File: src/design/permutation_384_24_rounds_macros.svh
// Assertion helpers shared by the permutation RTL.
`ifndef PERMUTATION_384_24_ROUNDS_MACROS_SVH
`define PERMUTATION_384_24_ROUNDS_MACROS_SVH

// Checked only while reset is low.
`define P384_ASSERT(label, clk, rst, prop, msg) \
   label: assert property (@(posedge clk) disable iff (rst) prop) else $error(msg);

// Checked at every edge, reset included.
`define P384_ASSERT_ALWAYS(label, clk, prop, msg) \
   label: assert property (@(posedge clk) prop) else $error(msg);

`endif

File: src/design/p384_pkg.sv
package p384_pkg;

   localparam int WORD_W              = 32;
   localparam int WORD_COUNT          = 12;
   localparam int ROUND_COUNT_DEFAULT = 24;
   // Wide enough for any round number from 0 to 23.
   localparam int ROUND_W             = 5;
   localparam int ROT_ROW0            = 24;
   localparam int ROT_ROW1            = 9;
   localparam logic [WORD_W-1:0] ROUND_CONST = 32'h79379E00;

   // Round numbers mod 4 that trigger a swap of row 0.
   localparam logic [1:0] PHASE_SMALL_SWAP = 2'd0;
   localparam logic [1:0] PHASE_BIG_SWAP   = 2'd2;

   typedef logic [WORD_COUNT-1:0][WORD_W-1:0] state_type;

   typedef struct packed {
      logic [WORD_W-1:0] word_in_0;
      logic [WORD_W-1:0] word_in_1;
      logic [WORD_W-1:0] word_in_2;
      logic [WORD_W-1:0] word_in_3;
      logic [WORD_W-1:0] word_in_4;
      logic [WORD_W-1:0] word_in_5;
      logic [WORD_W-1:0] word_in_6;
      logic [WORD_W-1:0] word_in_7;
      logic [WORD_W-1:0] word_in_8;
      logic [WORD_W-1:0] word_in_9;
      logic [WORD_W-1:0] word_in_10;
      logic [WORD_W-1:0] word_in_11;
   } req_type;

   typedef struct packed {
      logic [WORD_W-1:0] word_out_0;
      logic [WORD_W-1:0] word_out_1;
      logic [WORD_W-1:0] word_out_2;
      logic [WORD_W-1:0] word_out_3;
      logic [WORD_W-1:0] word_out_4;
      logic [WORD_W-1:0] word_out_5;
      logic [WORD_W-1:0] word_out_6;
      logic [WORD_W-1:0] word_out_7;
      logic [WORD_W-1:0] word_out_8;
      logic [WORD_W-1:0] word_out_9;
      logic [WORD_W-1:0] word_out_10;
      logic [WORD_W-1:0] word_out_11;
   } rsp_type;

endpackage

File: src/design/p384_stage.sv
module p384_stage
   import p384_pkg::*;
(
   input  logic                clock,
   input  logic                reset,
   input  logic [ROUND_W-1:0]  round_idx,
   input  logic                up_valid,
   output logic                up_ready,
   input  state_type           up_state,
   output logic                dn_valid,
   input  logic                dn_ready,
   output state_type           dn_state
);

   logic      valid_ff;
   logic      valid_in;
   state_type state_ff;
   state_type state_in;

   function automatic logic [WORD_W-1:0] rotl(input logic [WORD_W-1:0] v, input int k);
      rotl = (v << k) | (v >> (WORD_W - k));
   endfunction

   // One round: column mix on all four columns, then the row 0 shuffle on rounds 0 and 2 mod 4.
   always_comb begin
      logic [WORD_W-1:0] x;
      logic [WORD_W-1:0] y;
      logic [WORD_W-1:0] z;
      state_type mixed;
      mixed = up_state;
      for (int c = 0; c < 4; c++) begin
         x = rotl(up_state[c], ROT_ROW0);
         y = rotl(up_state[c+4], ROT_ROW1);
         z = up_state[c+8];
         mixed[c]   = z ^ y ^ ((x & y) << 3);
         mixed[c+4] = y ^ x ^ ((x | z) << 1);
         mixed[c+8] = x ^ (z << 1) ^ ((y & z) << 2);
      end
      state_in = mixed;
      case (round_idx[1:0])
         PHASE_SMALL_SWAP: begin
            state_in[0] = mixed[1] ^ ROUND_CONST ^ WORD_W'(round_idx);
            state_in[1] = mixed[0];
            state_in[2] = mixed[3];
            state_in[3] = mixed[2];
         end
         PHASE_BIG_SWAP: begin
            state_in[0] = mixed[2];
            state_in[1] = mixed[3];
            state_in[2] = mixed[0];
            state_in[3] = mixed[1];
         end
         default: begin
         end
      endcase
   end

   // The stage takes a beat when empty or when its own beat moves on.
   assign up_ready = !valid_ff || dn_ready;
   assign valid_in = up_ready ? up_valid : valid_ff;

   always_ff @(posedge clock) begin
      if (reset) begin
         valid_ff <= 1'b0;
      end else begin
         valid_ff <= valid_in;
      end
   end

   // Payload loads only on an accepted beat.
   always_ff @(posedge clock) begin
      if (up_valid && up_ready) begin
         state_ff <= state_in;
      end
   end

   assign dn_valid = valid_ff;
   assign dn_state = state_ff;

endmodule
File: config.mk
export PLATFORM = sky130hd
export DESIGN_NAME = p384_stage
export DESIGN_NICKNAME = d
export VERILOG_FILES = /design/src/design/permutation_384_24_rounds_macros.svh /design/src/design/p384_pkg.sv /design/src/design/p384_stage.sv
export SDC_FILE = /design/constraint.sdc
export NUM_CORES = 1
export LEC_CHECK = 0
export ABC_AREA = 1
export BUFFER_PORTS_ARGS = -buffer_cell sky130_fd_sc_hd__buf_2
export CAP_MARGIN = 20
export CORE_AREA = 2 2 302 304
export CTS_CLUSTER_DIAMETER = 80
export DETAILED_ROUTE_END_ITERATION = 6
export DIE_AREA = 0 0 304 306
export GPL_TIMING_DRIVEN = 0
export PLACE_DENSITY = 0.44
export REMOVE_ABC_BUFFERS = 1
export SYNTH_ARGS = -nofsm -noshare
export SYNTH_HDL_FRONTEND = slang
export SYNTH_SLANG_ARGS = --single-unit
File: constraint.sdc
create_clock -name clock -period 30.5 [get_ports clock]
set_clock_uncertainty 0.2 [all_clocks]
set_input_delay 3.05 -clock clock [delete_from_list [all_inputs] [get_ports clock]]
set_output_delay 3.05 -clock clock [all_outputs]
set_load 0.005 [all_outputs]
==> results.ini, run 1 <==
[layout]
syn2layout_area_growth_pct = 33.4
finalNetCount = 3290
n_fill_cell = 9224
drive_above_1_share = 0.325
final_area_um2 = 29300

[die]
die_x_um = 304
die_h_um = 306
num_io_pins = 779
initial_utilization = 0.245
core-area_um2 = 89600
dieArea_um2 = 93000
std_cell_rows = 110

[route]
antenna_left = 0
routed_via_density = 4.26
route.vias.total = 16600
wire_per_inst_um = 22.3
routed_wl_mm = 86.6
firstDrtPassIters = 5
drtIter0Drc = 872
drc = 0

[yosys]
synth.avg_cell_area_um2 = 11.9
synthDistinctLibCells = 22
mappedNetlistArea_um2 = 21900
synth_seq_cells = 385
synth-seq-area-share = 0.526
yosysWarningCount = 0
syn_inst = 1849

[critical_path]
cp-start-kind = input pin
reg2reg_slack_ns = 28.24
end_kind = output pin
arrival_ns = 3.45
crit_required_ns = 27.25
cp_max_fo = 2
critPathKind = in2out

[hold_path]
hp-class = reg2reg

[clock_tree]
htreeDepth = 2
root_buffer = clkbuf_16
cts_hold_buf = 0
cts_tree = done
clock_path_buffers = 3
cts_sinks = 385
cts_setup_buffers = 0
clk-insertion-delay-late_ns = 0.59
cts_made_buffers = 50
cts_resized = 0
clk_pin_slew_ns = 0.06

[sta]
whs_ns = 0.345
worstMarginPinSlew_ns = 0.757
final.setup.tns_ns = 0
final_hold_viol_count = 0
post-route-min-period_ns = 6.70
fmax_mhz = 149
finalMaxSlewViolations = 0
rsz0062_at_grt = no
setup_viol = 0
fin_crit_sh = 0.220
slew_headroom = 0.491

[placement]
io_buffers = 778
dpl_cell_area_um2 = 27600
dp_hpwl_mm = 72.7
gp_congestion = 0.879

[global_routing]
grt.overflow.total = 0
grt_pass1_vias = 17700
grt_max_degree = 80
antenna_found_initial = 22
grt_pass1_wl_mm = 122
grt_usage = 0.181

[status]
status = completed

[pwr]
p_leak_nw = 12.6
ir_drop_mv = 0.0334
powerDensity_nw_per_um2 = 56.3

[run]
max_cap_viol_count = 0

==> final timing paths <==
check                               from            end  depth (start not counted)
worst max-delay path            dn_ready       up_ready                          4
worst min register to register  dn_valid       dn_valid                          2
worst min-delay path            dn_valid       dn_valid                          2
worst max register to register  dn_valid  dn_state[134]                          5
==> kinds of logic (layout without fill, tap and decap cells) <==
| group | count (synthesis) | after routing | synth area share |
|---|---|---|---|
| XOR/XNOR | 486 | 486 | 0.194 |
| buffers and inverters | 84 | 937 | 0.0188 |
| AO/OA/AOI/OAI | 35 | 35 | 0.0121 |
| AND/OR/NAND/NOR | 623 | 623 | 0.114 |
| adder cells (fa/ha/maj) | 236 | 236 | 0.135 |
| other | 0 | 6 | 0 |
| flip-flops | 385 | 385 | 0.526 |
==> Yosys cell counts, drive strengths merged <==
library cell  instances  area share
xnor2               362        0.14
nand2               363       0.062
xor2                124       0.049
nand3               133       0.030
o221ai                8      0.0032
buf                  27      0.0090
dfxtp                 1     0.00091
nor2                127       0.022
o211ai               23      0.0079
o21ai                 1     0.00023
clkbuf               13      0.0022
inv                  44      0.0076
a22oi                 1     0.00034
a21oi                 2     0.00046
ha                  236        0.13
edfxtp              384        0.53
==> layout make-up <==
type,count,area [um2],share of cell area
Multi-Input combinational cell,1380,10000,0.341
Clock inverter,35,374,0.0128
Sequential cell,385,11600,0.394
Clock buffer,58,1300,0.0445
Tap cell,1176,1470,0.0502
Antenna cell,6,15.0,0.000513
Inverter,44,170,0.00581
Timing Repair Buffer,800,4400,0.150
==> metrics by stage <==
step | setup slack [ns] | std cells | power (W) | utilization
CTS | 23.80 | 3878 | 0.00168 | 0.327
global route | 23.77 | 3880 | 0.00173 | 0.327
floorplan | 7.56 | 1809 | 0.000873 | -
detailed placement | 23.80 | 3785 | 0.00106 | 0.308
finish | 23.80 | 3884 | 0.00165 | 0.327
global placement | -3.39 | 3763 | 0.00108 | 0.302
==> power breakdown <==
group	leakage (nW)	internal, W	total (W)	switching [W]
Sequential	3.74	0.000660	0.000676	0.0000160
Combinational	8.05	0.000149	0.000358	0.000209
Clock	0.817	0.000365	0.000616	0.000251
==> metal layers <==
metal,vias up,track usage,share of wire
li1,8000,-,-
met1,7748,0.181,0.35
met2,659,0.337,0.52
met3,125,0.0755,0.098
met4,30,0.0591,0.032
met5,-,0,0.0023
==> state kept, by name (all words and copies together), names as in the netlist <==
name / flops
dn_valid: 1
dn_state: 384
==> cell usage in the layout (no fill, tap or decap), types with 5 or more instances in the layout <==
master / n
nand3_1: 133
ha_1: 236
buf_12: 13
inv_1: 40
nand2_1: 362
clkbuf_16: 51
xor2_1: 124
clkbuf_1: 7
nor2_1: 126
buf_2: 777
clkinv_1: 16
o211ai_1: 23
diode_2: 6
o221ai_1: 8
bufinv_16: 7
edfxtp_1: 384
xnor2_1: 362
buf_16: 9
clkinv_2: 5
==> worst max-delay path: stages <==
cell	delay [ns]
buf_2	0.10
inv_1	0.09
nand2_1	0.08
buf_2	0.13
Power figures use the tool's default switching activity.
==> inputs of run 2 (changes only) <==
--- a/config.mk
+++ b/config.mk
@@ -8,12 +8,12 @@
 export ABC_AREA = 1
 export BUFFER_PORTS_ARGS = -buffer_cell sky130_fd_sc_hd__buf_2
 export CAP_MARGIN = 20
-export CORE_AREA = 2 2 302 304
+export CORE_AREA = 2 2 306 308
 export CTS_CLUSTER_DIAMETER = 80
 export DETAILED_ROUTE_END_ITERATION = 6
-export DIE_AREA = 0 0 304 306
+export DIE_AREA = 0 0 308 310
 export GPL_TIMING_DRIVEN = 0
-export PLACE_DENSITY = 0.44
+export PLACE_DENSITY = 0.45
 export REMOVE_ABC_BUFFERS = 1
 export SYNTH_ARGS = -nofsm -noshare
 export SYNTH_HDL_FRONTEND = slang
==> constraint.sdc (replaced) <==
create_clock -name clock -period 5.7 [get_ports clock]
set_clock_uncertainty 0.2 [all_clocks]
set_input_delay 0.57 -clock clock [delete_from_list [all_inputs] [get_ports clock]]
set_output_delay 0.57 -clock clock [all_outputs]
set_load 0.005 [all_outputs]
==> run 2 against run 1 <==
Compared with the run above:
- cell count rose by 0.85%
- non-clock buffer count rose by 5
- combinational power rose to 5.3 times the previous value
- sequential power rose to 5.4 times the previous value
- sequential share of layout area fell by 0.093 points
- cell area rose by 0.24%
- critical endpoint is now dn_state[102]
==> results.ini, run 2 (synthesis results as in run 1) <==
[clock_tree]
clock_path_buffers = 3
cts_made_buffers = 52
clk-insertion-delay-late_ns = 0.61
cts_setup_buffers = 0
cts_sinks = 385
cts_tree = done
cts_hold_buf = 5
htreeDepth = 2
root_buffer = clkbuf_16
clk_pin_slew_ns = 0.06
cts_resized = 0

[placement]
dp_hpwl_mm = 72.4
gp_congestion = 0.877
pre_cts_slack_ns = 1.94
io_buffers = 778

[die]
initial_utilization = 0.237
num_io_pins = 779
die_x_um = 308
die_h_um = 310
dieArea_um2 = 95500
core-area_um2 = 92500
std_cell_rows = 112

[route]
wire_per_inst_um = 22.1
routed_wl_mm = 86.7
drtIter0Drc = 1031
route.vias.total = 16700
drc = 0
firstDrtPassIters = 5
antenna_left = 0
routed_via_density = 4.26

[layout]
finalNetCount = 3297
fin_util = 0.317
syn2layout_area_growth_pct = 33.8
final_cell_mix = 777 x buf_2, 384 x edfxtp_1, 362 x nand2_1, 362 x xnor2_1, 236 x ha_1
largest_reg_flops = 384
drive_above_1_share = 0.325
layout_commonest_cell = buf_2

[pwr]
ir_drop_mv = 0.215
powerDensity_nw_per_um2 = 300
p_leak_nw = 12.6
power_w = 0.00882

[global_routing]
grt_max_degree = 75
grt_pass1_vias = 17700
antenna_found_initial = 21
grt_usage = 0.176
grt_pass1_wl_mm = 121
busiest_layer = met2
grtUsageMet2 = 0.323
grt.overflow.total = 0
use_met3 = 0.0718
grt_util_met1 = 0.181

[sta]
fmax_mhz = 318
rsz0062_at_grt = no
fin_crit_sh = 0.552
finalMaxSlewViolations = 0
setup_ws_ns = 2.55
worstMarginPinSlew_ns = 0.748
final_hold_viol_count = 0
whs_ns = 0.0723
post-route-min-period_ns = 3.15
final.setup.tns_ns = 0
slew_headroom = 0.500
setup_viol = 0

[hold_path]
hp-class = in2reg
hold_path.startpoint = up_state[183]
hold_depth = 2
hold_path_end = dn_state[160]

[critical_path]
critPathKind = in2reg
reg2reg_slack_ns = 2.84
rr_endpoint = dn_state[175]
r2r_cells = 8
end_kind = flip-flop
arrival_ns = 3.25
timing.rr.start = dn_valid
crit_required_ns = 5.81
cp-start-kind = input pin
cp_max_fo = 74

[status]
status = completed

[run]
max_cap_viol_count = 0

## run 2: layout make-up
type / instances / area, um2
repair buffers: 805 / 4450
fillers: 9517 / 63100
multi-input cells: 1380 / 10000
flip-flops and latches: 385 / 11600
inverters: 44 / 170
well taps: 1197 / 1500
clock buffers: 59 / 1350
diodes: 9 / 22.5
clock inverters: 38 / 320
## run 2: through the flow
| step | instances | instance area (um2) |
|---|---|---|
| 2_1_floorplan | 1809 | 21700 |
| 3_3_place_gp | 3784 | 27100 |
| 3_5_place_dp | 3806 | 27600 |
| 4_1_cts | 3908 | 29300 |
| 5_1_grt | 3912 | 29300 |
| 6_report | 3917 | 29400 |
## run 2: how the worst max path moves through the flow
stage | slack (ns) | cells after the start | startpoint | endpoint
final | 2.55 | 8 | round_idx[0] | dn_state[102]
after floorplan | -14.76 | 2 | up_valid | dn_state[0]
after global routing | 2.43 | 8 | round_idx[0] | dn_state[102]
after global placement | -25.93 | 3 | up_valid | dn_state[168]
after detailed placement | 1.94 | 8 | round_idx[0] | dn_state[102]
after CTS | 2.62 | 8 | round_idx[0] | dn_state[102]
## run 2: critical path, cell delays in order
cell and delay, ns:
buf_4 0.43, buf_16 0.32, inv_4 0.17, nand2_2 0.59, inv_4 0.39, buf_16 0.30, nand2_1 0.12, nand3_1 0.15
## run 2: per-layer routing
layer	vias to the layer above	wire length [um]
li1	8030	-
met1	7836	30800
met2	659	44200
met3	123	8800
met4	20	2790
met5	-	138
## run 2: power by group
group          internal (W)  switching, W
logic              0.000798       0.00112
clock network       0.00192       0.00137
registers           0.00353     0.0000885
total               0.00625       0.00257
==> inputs of run 3 (changes only) <==
==> constraint.sdc (replaced) <==
create_clock -name clock -period 2.7 [get_ports clock]
set_clock_uncertainty 0.2 [all_clocks]
set_input_delay 0.27 -clock clock [delete_from_list [all_inputs] [get_ports clock]]
set_output_delay 0.27 -clock clock [all_outputs]
set_load 0.005 [all_outputs]
==> run 3 against run 2 <==
Compared with the run above:
- setup slack lost 2.5 ns
- cell area grew 21%
- critical endpoint is now dn_state[126]
- die area is the same
- register-to-register slack lost 2.7 ns
- non-clock buffer count grew 626
==> results.ini, run 3 (synthesis results as in run 1) <==
[status]
status = completed

[die]
core-area_um2 = 92500
initial_utilization = 0.237
die_x_um = 308
die_h_um = 310
num_io_pins = 779
std_cell_rows = 112
dieArea_um2 = 95500

[sta]
rsz0062_at_grt = no
fmax_mhz = 376
setup_ws_ns = 0.0428
finalMaxSlewViolations = 0
worstMarginPinSlew_ns = 0.792
post-route-min-period_ns = 2.66
whs_ns = 0.0336
slew_headroom = 0.470
fin_crit_sh = 0.984
final_hold_viol_count = 0
setup_viol = 0

[layout]
multi_input_area_um2 = 10000
seq_area_um2 = 11600
drive_above_1_share = 0.265
finalNetCount = 3923
n_fill_cell = 9129
final_cell_mix = 777 x buf_2, 629 x dlygate4sd3_1, 384 x edfxtp_1, 362 x nand2_1, 362 x xnor2_1
largest_reg_flops = 384
syn2layout_area_growth_pct = 62.5
layout_commonest_cell = buf_2

[global_routing]
grt_pass1_wl_mm = 131
grt_pass1_vias = 20800
grt_usage = 0.186
grt_max_degree = 75
grt.overflow.total = 0
antenna_found_initial = 11

[route]
routed_wl_mm = 91.5
routed_via_density = 4.25
wire_per_inst_um = 20.1
firstDrtPassIters = 5
antenna_left = 0
route.vias.total = 19300
drc = 0
drtIter0Drc = 1150

[placement]
io_buffers = 778
pre_cts_slack_ns = -0.761
gp_congestion = 0.877
dp_hpwl_mm = 72.4

[critical_path]
max_stage_delay_ns = 0.57
cp_max_fo = 3
slowest_stage = dlygate4sd3_1
arrival_ns = 2.81
crit_required_ns = 2.86
path_buf_inv = 5
critPathKind = in2reg
reg2reg_slack_ns = 0.12
cp_cell_sequence = dlygate4sd3_1, buf_2, ha_1, inv_1, nand2_1, nand2_1, nand2_1, dlygate4sd3_1, nand3_1, dlygate4sd3_1, nand3_1
cp_top_family = buffers and inverters
end_kind = flip-flop
cp-start-kind = input pin

[clock_tree]
clock_path_buffers = 3
htreeDepth = 2
cts_made_buffers = 52
cts_sinks = 385
root_buffer = clkbuf_16
clk_pin_slew_ns = 0.06
cts_tree = done
clk-insertion-delay-late_ns = 0.61

[pwr]
ir_drop_mv = 0.466
p_leak_nw = 15.4
powerDensity_nw_per_um2 = 558

[run]
max_cap_viol_count = 0

[hold_path]
hp-class = in2reg

==> run 3: power by group <==
part           total (W)  internal [W]  switching [W]
clock network    0.00694       0.00405        0.00289
logic            0.00531       0.00273        0.00258
registers        0.00765       0.00746       0.000192
==> run 3: repair_timing <==
item	CTS	global route
setup buffers	2	0
resized for setup	1	6
endpoints found under the setup margin	89	64
endpoints found under the hold margin	275	0
pin swaps	1	0
hold buffers	629	0
==> run 3: final cells by class <==
cell class                      count  area share
Timing Repair Buffer             1431       0.301
Tap cell                         1197      0.0420
Antenna cell                        8    0.000561
Clock inverter                     38     0.00898
Multi-Input combinational cell   1380       0.281
Inverter                           44     0.00477
Clock buffer                       59      0.0378
Sequential cell                   385       0.324
==> run 3: final timing paths <==
check	start	cells after the start	end
worst max-delay path	up_state[35]	11	dn_state[126]
worst min-delay path	round_idx[0]	3	dn_state[4]
worst max register to register	dn_valid	8	dn_state[174]
worst min register to register	dn_valid	2	dn_state[149]
==> run 3: routing by layer <==
| layer | routed length (um) | vias to the layer above | GRT usage |
|---|---|---|---|
| met5 | 54 | - | 0 |
| met4 | 3210 | 8 | 0.0647 |
| met3 | 8340 | 126 | 0.0671 |
| met2 | 46900 | 692 | 0.348 |
| met1 | 32900 | 9179 | 0.191 |
| li1 | - | 9278 | - |
==> run 3: worst min-delay path: stages <==
cell and delay, ns:
buf_6 0.20, nand2_1 0.12, nand3_1 0.06
==> run 3: metrics by stage <==
stage / std cells / area, um2 / util / TNS, ns / power [W]
floorplan: 1809 / 21700 / - / -6776.17 / 0.00986
global placement: 3784 / 27100 / 0.293 / - / 0.0120
detailed placement: 3806 / 27600 / 0.299 / -76.31 / 0.0119
CTS: 4534 / 35600 / 0.385 / 0 / 0.0202
global route: 4538 / 35600 / 0.385 / 0 / 0.0209
finish: 4542 / 35700 / 0.386 / 0 / 0.0199
